===== src/sv/slew_pkg.sv =====
package slew_pkg;

    localparam int unsigned DataW   = 32;
    localparam int unsigned ThreshW = 31;
    localparam int unsigned OpW     = 2;
    localparam int unsigned CfgIdxW = 4;

    typedef logic [OpW-1:0]     opcode_t;
    typedef logic [CfgIdxW-1:0] cfg_idx_t;

    localparam opcode_t OP_INIT   = 2'd0;
    localparam opcode_t OP_SET    = 2'd1;
    localparam opcode_t OP_STEP   = 2'd2;
    localparam opcode_t OP_SYNC   = 2'd3;

    localparam cfg_idx_t CFG_SLEW_COEFF     = 4'd0;
    localparam cfg_idx_t CFG_SNAP_THRESHOLD = 4'd1;

    localparam logic signed [DataW-1:0] SLEW_COEFF_RESET     = 32'sd0;
    localparam logic        [ThreshW-1:0] SNAP_THRESHOLD_RESET = 31'h800;

    typedef struct packed {
        opcode_t                  opcode;
        logic signed [DataW-1:0]  value;
    } item_t;

    typedef struct packed {
        logic  valid;
        item_t item;
    } in_beat_t;

endpackage


===== src/sv/one_pole_slew_smoother.sv =====
// One-pole slew smoother: keeps a Q1.31 target and output and, on each step beat,
// moves the output toward the target by a fraction set by slew_coeff (one 32x32
// multiply, saturating). Opcodes: init, set target, step, sync query; every input
// beat gives exactly one result beat with the updated output. One beat per cycle
// sustained while m_ready keeps up; an accepted beat passes the input register, then
// the update into the state and result registers, to give its result. Configuration
// writes are always ready and must only be issued while no beat is in flight.
module one_pole_slew_smoother (
    input  logic                               aclk,
    input  logic                               aresetn,
    input  logic                               cfg_valid,
    output logic                               cfg_ready,
    input  slew_pkg::cfg_idx_t                 cfg_index,
    input  logic [slew_pkg::DataW-1:0]         cfg_data,
    input  logic                               s_valid,
    output logic                               s_ready,
    input  slew_pkg::opcode_t                  s_opcode,
    input  logic signed [slew_pkg::DataW-1:0]  s_value,
    output logic                               m_valid,
    input  logic                               m_ready,
    output logic signed [slew_pkg::DataW-1:0]  m_out_value,
    output logic                               m_settled
);

    slew_pkg::item_t    s_item;
    slew_pkg::in_beat_t beat;
    logic               core_ready;

    assign s_item.opcode = s_opcode;
    assign s_item.value  = s_value;

    slew_in_stage u_in_stage (
        .aclk       (aclk),
        .aresetn    (aresetn),
        .s_valid    (s_valid),
        .s_ready    (s_ready),
        .s_item     (s_item),
        .core_ready (core_ready),
        .beat       (beat)
    );

    slew_core u_core (
        .aclk        (aclk),
        .aresetn     (aresetn),
        .cfg_valid   (cfg_valid),
        .cfg_ready   (cfg_ready),
        .cfg_index   (cfg_index),
        .cfg_data    (cfg_data),
        .beat        (beat),
        .core_ready  (core_ready),
        .m_valid     (m_valid),
        .m_ready     (m_ready),
        .m_out_value (m_out_value),
        .m_settled   (m_settled)
    );

endmodule


===== src/sv/slew_in_stage.sv =====
module slew_in_stage (
    input  logic               aclk,
    input  logic               aresetn,
    input  logic               s_valid,
    output logic               s_ready,
    input  slew_pkg::item_t    s_item,
    input  logic               core_ready,
    output slew_pkg::in_beat_t beat
);

    logic            in_valid_reg;
    logic            in_valid_next;
    slew_pkg::item_t in_item_reg;

    assign s_ready = !in_valid_reg || core_ready;

    always_comb begin
        in_valid_next = in_valid_reg;
        if (s_ready) begin
            in_valid_next = s_valid;
        end
    end

    always_ff @(posedge aclk) begin
        if (!aresetn) begin
            in_valid_reg <= 1'b0;
        end else begin
            in_valid_reg <= in_valid_next;
        end
    end

    always_ff @(posedge aclk) begin
        if (s_valid && s_ready) begin
            in_item_reg <= s_item;
        end
    end

    assign beat.valid = in_valid_reg;
    assign beat.item  = in_item_reg;

endmodule


===== src/sv/slew_core.sv =====
module slew_core (
    input  logic                                 aclk,
    input  logic                                 aresetn,
    input  logic                                 cfg_valid,
    output logic                                 cfg_ready,
    input  slew_pkg::cfg_idx_t                   cfg_index,
    input  logic [slew_pkg::DataW-1:0]           cfg_data,
    input  slew_pkg::in_beat_t                   beat,
    output logic                                 core_ready,
    output logic                                 m_valid,
    input  logic                                 m_ready,
    output logic signed [slew_pkg::DataW-1:0]    m_out_value,
    output logic                                 m_settled
);

    localparam int unsigned W = slew_pkg::DataW;
    localparam logic signed [W-1:0] QMax = {1'b0, {(W-1){1'b1}}};
    localparam logic signed [W-1:0] QMin = {1'b1, {(W-1){1'b0}}};

    function automatic logic signed [W-1:0] sat_wide(input logic signed [W:0] x);
        logic signed [W-1:0] r;
        if (x[W] != x[W-1]) begin
            r = x[W] ? QMin : QMax;
        end else begin
            r = x[W-1:0];
        end
        return r;
    endfunction

    logic signed [W-1:0]                slew_coeff_reg;
    logic [slew_pkg::ThreshW-1:0]       snap_threshold_reg;
    logic signed [W-1:0]                target_reg;
    logic signed [W-1:0]                target_next;
    logic signed [W-1:0]                output_reg;
    logic signed [W-1:0]                output_next;
    logic                               res_valid_reg;
    logic                               res_valid_next;
    logic signed [W-1:0]                res_value_reg;
    logic                               res_settled_reg;
    logic                               settled_next;
    logic                               adv;

    logic signed [W:0]                  diff_wide;
    logic signed [W-1:0]                diff_sat;
    logic signed [2*W-1:0]              prod;
    logic signed [W-1:0]                frac_sat;
    logic signed [W:0]                  sum_wide;
    logic signed [W-1:0]                step_value;
    logic signed [W:0]                  rev_wide;
    logic signed [W-1:0]                rev_sat;
    logic signed [W:0]                  neg_wide;
    logic signed [W-1:0]                abs_gap;
    logic                               is_equal;
    logic                               in_snap;

    assign cfg_ready  = 1'b1;
    assign core_ready = !res_valid_reg || m_ready;
    assign adv        = beat.valid && core_ready;

    // step: target + frmul(coeff, sat(output - target))
    assign diff_wide  = {output_reg[W-1], output_reg} - {target_reg[W-1], target_reg};
    assign diff_sat   = sat_wide(diff_wide);
    assign prod       = slew_coeff_reg * diff_sat;
    assign frac_sat   = sat_wide(prod[2*W-1:W-1]);
    assign sum_wide   = {target_reg[W-1], target_reg} + {frac_sat[W-1], frac_sat};
    assign step_value = sat_wide(sum_wide);

    // sync: saturated distance to target
    assign rev_wide = {target_reg[W-1], target_reg} - {output_reg[W-1], output_reg};
    assign rev_sat  = sat_wide(rev_wide);
    assign neg_wide = -{rev_sat[W-1], rev_sat};
    assign abs_gap  = rev_sat[W-1] ? sat_wide(neg_wide) : rev_sat;
    assign is_equal = (output_reg == target_reg);
    assign in_snap  = (abs_gap[W-2:0] < snap_threshold_reg);

    always_comb begin
        target_next  = target_reg;
        output_next  = output_reg;
        settled_next = 1'b0;
        unique case (beat.item.opcode)
            slew_pkg::OP_INIT: begin
                target_next = beat.item.value;
                output_next = beat.item.value;
            end
            slew_pkg::OP_SET: begin
                target_next = beat.item.value;
            end
            slew_pkg::OP_STEP: begin
                output_next = step_value;
            end
            slew_pkg::OP_SYNC: begin
                if (is_equal) begin
                    settled_next = 1'b1;
                end else if (in_snap) begin
                    output_next = target_reg;
                end
            end
            default: begin
                output_next = output_reg;
            end
        endcase
    end

    always_comb begin
        res_valid_next = res_valid_reg;
        if (core_ready) begin
            res_valid_next = beat.valid;
        end
    end

    always_ff @(posedge aclk) begin
        if (!aresetn) begin
            slew_coeff_reg     <= slew_pkg::SLEW_COEFF_RESET;
            snap_threshold_reg <= slew_pkg::SNAP_THRESHOLD_RESET;
            target_reg         <= '0;
            output_reg         <= '0;
            res_valid_reg      <= 1'b0;
        end else begin
            res_valid_reg <= res_valid_next;
            if (adv) begin
                target_reg <= target_next;
                output_reg <= output_next;
            end
            if (cfg_valid && cfg_ready) begin
                if (cfg_index == slew_pkg::CFG_SLEW_COEFF) begin
                    slew_coeff_reg <= cfg_data;
                end else if (cfg_index == slew_pkg::CFG_SNAP_THRESHOLD) begin
                    snap_threshold_reg <= cfg_data[slew_pkg::ThreshW-1:0];
                end
            end
        end
    end

    always_ff @(posedge aclk) begin
        if (adv) begin
            res_value_reg   <= output_next;
            res_settled_reg <= settled_next;
        end
    end

    assign m_valid     = res_valid_reg;
    assign m_out_value = res_value_reg;
    assign m_settled   = res_settled_reg;

    a_init_aligns: assert property (@(posedge aclk) disable iff (!aresetn)
        (adv && beat.item.opcode == slew_pkg::OP_INIT) |=> (output_reg == target_reg))
        else $error("init beat left output and target apart");

    a_set_keeps_output: assert property (@(posedge aclk) disable iff (!aresetn)
        (adv && beat.item.opcode == slew_pkg::OP_SET) |=> $stable(output_reg))
        else $error("set target changed the output");

    a_sync_settled: assert property (@(posedge aclk) disable iff (!aresetn)
        (adv && beat.item.opcode == slew_pkg::OP_SYNC && is_equal) |=> res_settled_reg)
        else $error("equal sync beat not reported settled");

    a_result_tracks_state: assert property (@(posedge aclk) disable iff (!aresetn)
        adv |=> (res_value_reg == output_reg))
        else $error("result beat differs from updated output");

endmodule

===== config.mk =====
export PLATFORM = sky130hd
export DESIGN_NAME = one_pole_slew_smoother
export DESIGN_NICKNAME = d
export VERILOG_FILES = /design/src/sv/slew_pkg.sv /design/src/sv/one_pole_slew_smoother.sv /design/src/sv/slew_in_stage.sv /design/src/sv/slew_core.sv
export SDC_FILE = /design/constraint.sdc
export NUM_CORES = 2
export LEC_CHECK = 0
export BUFFER_PORTS_ARGS = -buffer_cell sky130_fd_sc_hd__buf_2
export CAP_MARGIN = 30
export CORE_MARGIN = 1
export CORE_UTILIZATION = 43
export CTS_BUF_LIST = sky130_fd_sc_hd__clkbuf_16
export CTS_CLUSTER_SIZE = 28
export DETAILED_ROUTE_END_ITERATION = 16
export GPL_ROUTABILITY_DRIVEN = 1
export PLACE_DENSITY = 0.67
export SLEW_MARGIN = 20
export SYNTH_ARGS = -nofsm -noshare
export SYNTH_HDL_FRONTEND = slang
export SYNTH_SLANG_ARGS = --single-unit

===== constraint.sdc =====
create_clock -name aclk -period 16.43 [get_ports aclk]
set_input_delay 1.643 -clock aclk [delete_from_list [all_inputs] [get_ports aclk]]
set_output_delay 1.643 -clock aclk [all_outputs]
set_load 0.03 [all_outputs]

Word-level counts from Yosys, hierarchy flattened

Index checks and enable logic that the tools add are counted.

Register bits: 196
Word-level logic and storage cells: 54
Input bits: 75
Output and inout bits: 36

Bitwise operators: 1
Reductions and logical operators: 12
Add/sub/neg operators: 4
Equal/unequal tests: 10
$mul: 1
$lt $le $gt $ge: 1
Multiplexer cells: 15

Operators by type and width:

| kind                                                 | count |
|---|---|
| 2-to-1 mux 32 bit                                    | 10 |
| one-hot mux 32 bit (3 select lines)                  | 1 |
| 2-to-1 mux 31 bit                                    | 3 |
| subtractor 32 x 32 -> 33 bit                         | 2 |
| multiplier 32 x 32 -> 64 bit                         | 1 |
| adder 32 x 32 -> 33 bit                              | 1 |
| negator 33 bit                                       | 1 |
| equality test 32 bit                                 | 1 |
| less-than comparator 31 bit                          | 1 |
| inequality test 1 bit                                | 5 |
| equality test 2 bit (second input constant)          | 2 |
| equality test 4 x 1 -> 1 bit (second input constant) | 1 |
| zero test 4 bit                                      | 1 |
| AND reduction 2 bit                                  | 2 |
| AND reduction 3 bit                                  | 1 |
| equality test 2 x 1 -> 1 bit (second input constant) | 1 |
| logical AND 1 bit                                    | 2 |
| zero test 1 bit                                      | 2 |
| zero test 2 bit                                      | 1 |
| logical OR 1 bit                                     | 2 |
| OR reduction 2 bit                                   | 1 |
| 2-to-1 mux 1 bit                                     | 1 |
| NOT 1 bit                                            | 1 |

Longest topological paths before layout

Word-level depth: 11
Mapped depth: 65
Mapped depth without buffers: 59

Cells and area by module

Synthesis repeated with hierarchy kept, for this count alone.

Cell total of the unflattened synthesis: 6364
Area total of the unflattened synthesis: 54021.8 µm²

By module, submodules not included:

| module        | area an instance (µm²) | seq. area each (µm²) | cells an instance | times used |
|---|---|---|---|---|
| slew_core     | 52935.8                | 3553.4               | 6324              | 1 |
| slew_in_stage | 1086.0                 | 1041.0               | 40                | 1 |

Worst setup path after synthesis

No wires, ideal clock.

Kind: register to register
Start point: register u_core.output_reg[17]
End point: register u_core.output_reg[8]
Setup time: 72 ps
Clock period less this slack: 14243 ps
Stages on the path, launching flop included: 63
Data required time: 16358 ps
Path slack: 2187 ps
Buffers on the path: 8
Data arrival time: 14171 ps
Path through: dfxtp_1 > inv_1 > ha_1 > clkbuf_1 > clkbuf_1 > a21o_1 > a221oi_1 > o31ai_1 > a21oi_1 > o21bai_1 > a31oi_1 > o41ai_1 > a221oi_1 > xnor2_1 > ha_1 > clkbuf_1 > nand2_1 > clkbuf_1 > [... 27 more ...] > nand3b_1 > a21oi_1 > clkbuf_1 > o21ai_0 > ha_1 > a211oi_1 > o21ai_0 > a21o_1 > o2111a_1 > or2_2 > a31oi_1 > buf_2 > nand2_1 > clkbuf_1 > a221oi_1 > nand2_1 > a21oi_1 > a2bb2oi_1

Word-level cells in the longest chain between the ends: 11
Elaborated cells on any way between the ends: 26
Classes of those cells: 4 x add/sub; 1 x mul; 1 x order compare; 6 x eq/ne; 14 x mux

Ends and longest elaborated chain:

| element                                                                               | RTL line         | source |
|---|---|---|
| start: declaration                                                                    | slew_core.sv:34  | `logic signed [W-1:0] output_reg;` |
| start signal: assignment                                                              | slew_core.sv:122 | `output_reg <= output_next;` |
| parallel branches: the longest is 10 deep, another holds multiplier 32 x 32 -> 64 bit | --               |  |
| one-hot mux 32 bit (3 select lines) *                                                 | slew_core.sv:80  | `unique case (beat.item.opcode)` |

Mark *: on every way between the ends.
A chain may end at the register's enable or synchronous reset.

Final worst setup path

Start point: register u_core.target_reg[16]
End point: register u_core.res_value_reg[18] (netlist: u_core.m_out_value[18]), data pin

Word-level cells in the longest chain between the ends: 11
Elaborated cells on any way between the ends: 26
Classes of those cells: 4 x add/sub; 1 x mul; 1 x order compare; 6 x eq/ne; 14 x mux

Ends and longest elaborated chain:

| element                                                                               | RTL line         | source |
|---|---|---|
| start: declaration                                                                    | slew_core.sv:32  | `logic signed [W-1:0] target_reg;` |
| start signal: assignment                                                              | slew_core.sv:121 | `target_reg <= target_next;` |
| parallel branches: the longest is 10 deep, another holds multiplier 32 x 32 -> 64 bit | --               |  |
| one-hot mux 32 bit (3 select lines) *                                                 | slew_core.sv:80  |  |
| net u_core.output_next[18]                                                            | slew_core.sv:35  | `logic signed [W-1:0] output_next;` |
| end signal: assignment                                                                | slew_core.sv:136 | `res_value_reg <= output_next;` |
| end: declaration                                                                      | slew_core.sv:38  | `logic signed [W-1:0] res_value_reg;` |

Mark *: on every way through the listed nets, which the timed path passes.

==> metrics <==
outcome=finished, final reports clean; Final Setup Violations=0; Worst EP required=16700 ps; Tcrit/Tclk final=0.969; Worst Path Max Fanout=24; Mapped Area=56400 um^2; delay of the slowest cell on the worst path=600 ps; Core Area=130000 um^2; sequential fraction of the synthesis area=0.0815; EDFF count, synth=67; synthesis-to-layout area growth=6.81%; largest net degree at the start of global routing=73; Post-DP HPWL=154000 um; CTS buffer count=17; area of the die=133000 um^2; via count=49100; async set-or-reset flop fraction in the synthesized netlist=0; Max-slew headroom=0.302; clock buffer depth=2; crit end category=register; Clock Tree Root=clkbuf_16; die span in y=364 um; Worst setup SP type=register; MaxCap Viol Count=0; # fillers=12700; commonest non-fill, non-tap cell in the layout=inv_1; Final Util=0.464; Achievable Freq=0.0628 GHz; remaining antenna violation count after routing=0; WHS=457 ps; RD Place Congestion=1.01; wirelength, routed=192000 um; vias in the first global route=49200; number of H-tree levels=4; NumNets Final=8121; Avg Inst Size Synth=8.40 um^2; flops & latches, synth=196; GRT Total Usage=0.294; detailed-router iteration count before antenna repair=6; number of antenna violations at the first check in global routing=5; final hold violations=0; CP max stage cell=fa_1; Post-Syn Instances=6715; PortBufs=109; CTS Sinks=196; wire length per cell=22.8 um; CTS tree=done; Die Width=364 um; RSZ-0062 raised after global routing=yes; post-synth cell types=119; YS warnings=0; Clock Skews=28.9 ps; Arr. time, crit path=16190 ps; Crit Path Category=register to register; most frequent cells in the layout=inv_1 (1217), fa_1 (1078), nand2_1 (956); Iteration-0 DRC Markers=5134; total grt overflow=0; DRC viols=0; max FFs per register=34; Via density=5.83; Synth Net Count=8183; IO Pins=111; first-pass GRT wire length=298000 um; final period demand of the worst path=15920 ps; standard-cell rows=132; Synth Flop Type=dfxtp_1; worst-margin pin slew=1050 ps; worst hold path class=register to register; Initial Util=0.434; final slew viol count=0; Worst-path clk slew=90 ps; cell mode on critical path=fa_1; clk_lat worst skew=510 ps; share of cells above drive strength 1=0.0768
## metrics by stage
stage / TNS (ps) / setup slack, ps / std cells / instance area (um^2)
final: 0 / 515 / 8413 / 60200
after global routing: -174 / -44.3 / 8409 / 60200
after CTS: 0 / 9.04 / 8397 / 59900
after detailed placement: -611 / -114 / 8362 / 59200
after global placement: -17080 / -529 / 8356 / 59100
after floorplan: 0 / 2190 / 6715 / 56400
## critical path: cells and delay by family, from the launching register on
family          cells  cell delay, ps
compound gates     23            5890
xor+xnor            1             240
fa+ha+maj          13            5660
buf+inv             6             990
flops               1             500
simple gates       10            2370
## synth_stat cells (36+ instances only)
master       n  area share
a211oi_1    68      0.0091
a21boi_0    46      0.0061
a21o_1     103       0.014
a21oi_1    372       0.033
and2_1     300       0.033
and3_1      52      0.0058
clkbuf_1   329       0.022
dfxtp_1    129       0.046
edfxtp_1    67       0.036
fa_1      1084        0.38
ha_1       309       0.069
inv_1     1220       0.081
nand2_1    957       0.064
nand3_1     54      0.0048
nand4_1     43      0.0048
nor2_1     253       0.017
nor2b_1     87      0.0097
nor3_1     108      0.0096
nor4_1      47      0.0052
o21ai_0    205       0.018
o21ai_1     36      0.0032
o31ai_1     73      0.0097
xnor2_1     84       0.013
## layout make-up
class                      instances  area, um^2  share of cell area
tap                             1742        2180              0.0362
clock buffer                      17         425             0.00706
clock inverter                    15         223             0.00370
timing repair buffer             323        2260              0.0376
multi-input combinational       4891       45900               0.762
antenna                            5        12.5            0.000208
inverter                        1224        4600              0.0764
sequential                       196        4600              0.0763
## logic make-up (layout without fill, tap and decap cells)
logic type / Yosys count / after routing / share of synthesized area
and+or+nand+nor: 2037 / 2037 / 0.171
buffers and inverters: 1628 / 1579 / 0.111
adders and majority gates: 1397 / 1397 / 0.454
AOI/OAI and AO/OA: 1323 / 1323 / 0.160
DFF: 196 / 196 / 0.0815
xor gates and xnor gates: 120 / 120 / 0.0192
muxes: 13 / 13 / 0.00262
other: 1 / 6 / 0.0000665
## worst paths after layout
| check | endpoint | depth (start not counted) | slack [ps] | from |
|---|---|---|---|---|
| setup / recovery | u_core.m_out_value[18]$_DFFE_PP_ | 53 | 510 | u_core.target_reg[16]$_SDFFE_PN0P_ |
| hold reg to reg | u_core.slew_coeff_reg[1]$_SDFFE_PN0P_ | 2 | 460 | u_core.slew_coeff_reg[1]$_SDFFE_PN0P_ |
| setup reg to reg | u_core.m_out_value[18]$_DFFE_PP_ | 53 | 510 | u_core.target_reg[16]$_SDFFE_PN0P_ |
| hold / removal | u_core.slew_coeff_reg[1]$_SDFFE_PN0P_ | 2 | 460 | u_core.slew_coeff_reg[1]$_SDFFE_PN0P_ |
## per-layer routing
metal	GRT usage	up-vias	routed length, um	part of all wire
li1	-	21400	-	-
met1	0.407	24700	79400	0.41
met2	0.460	2576	86200	0.45
met3	0.0535	407	18500	0.097
met4	0.103	2	7420	0.039
met5	0	-	8	0.000042
## what timing repair did
item,in CTS,in global routing
setup buffers,3,10
hold buffers,0,0
gates cloned,0,0
setup endpoints to repair,28,64
pin swaps,0,6
gates resized for setup,8,43
Power is not shown: default switching activity piles up to over one toggle a cycle in this logic, so the estimate is an artifact.
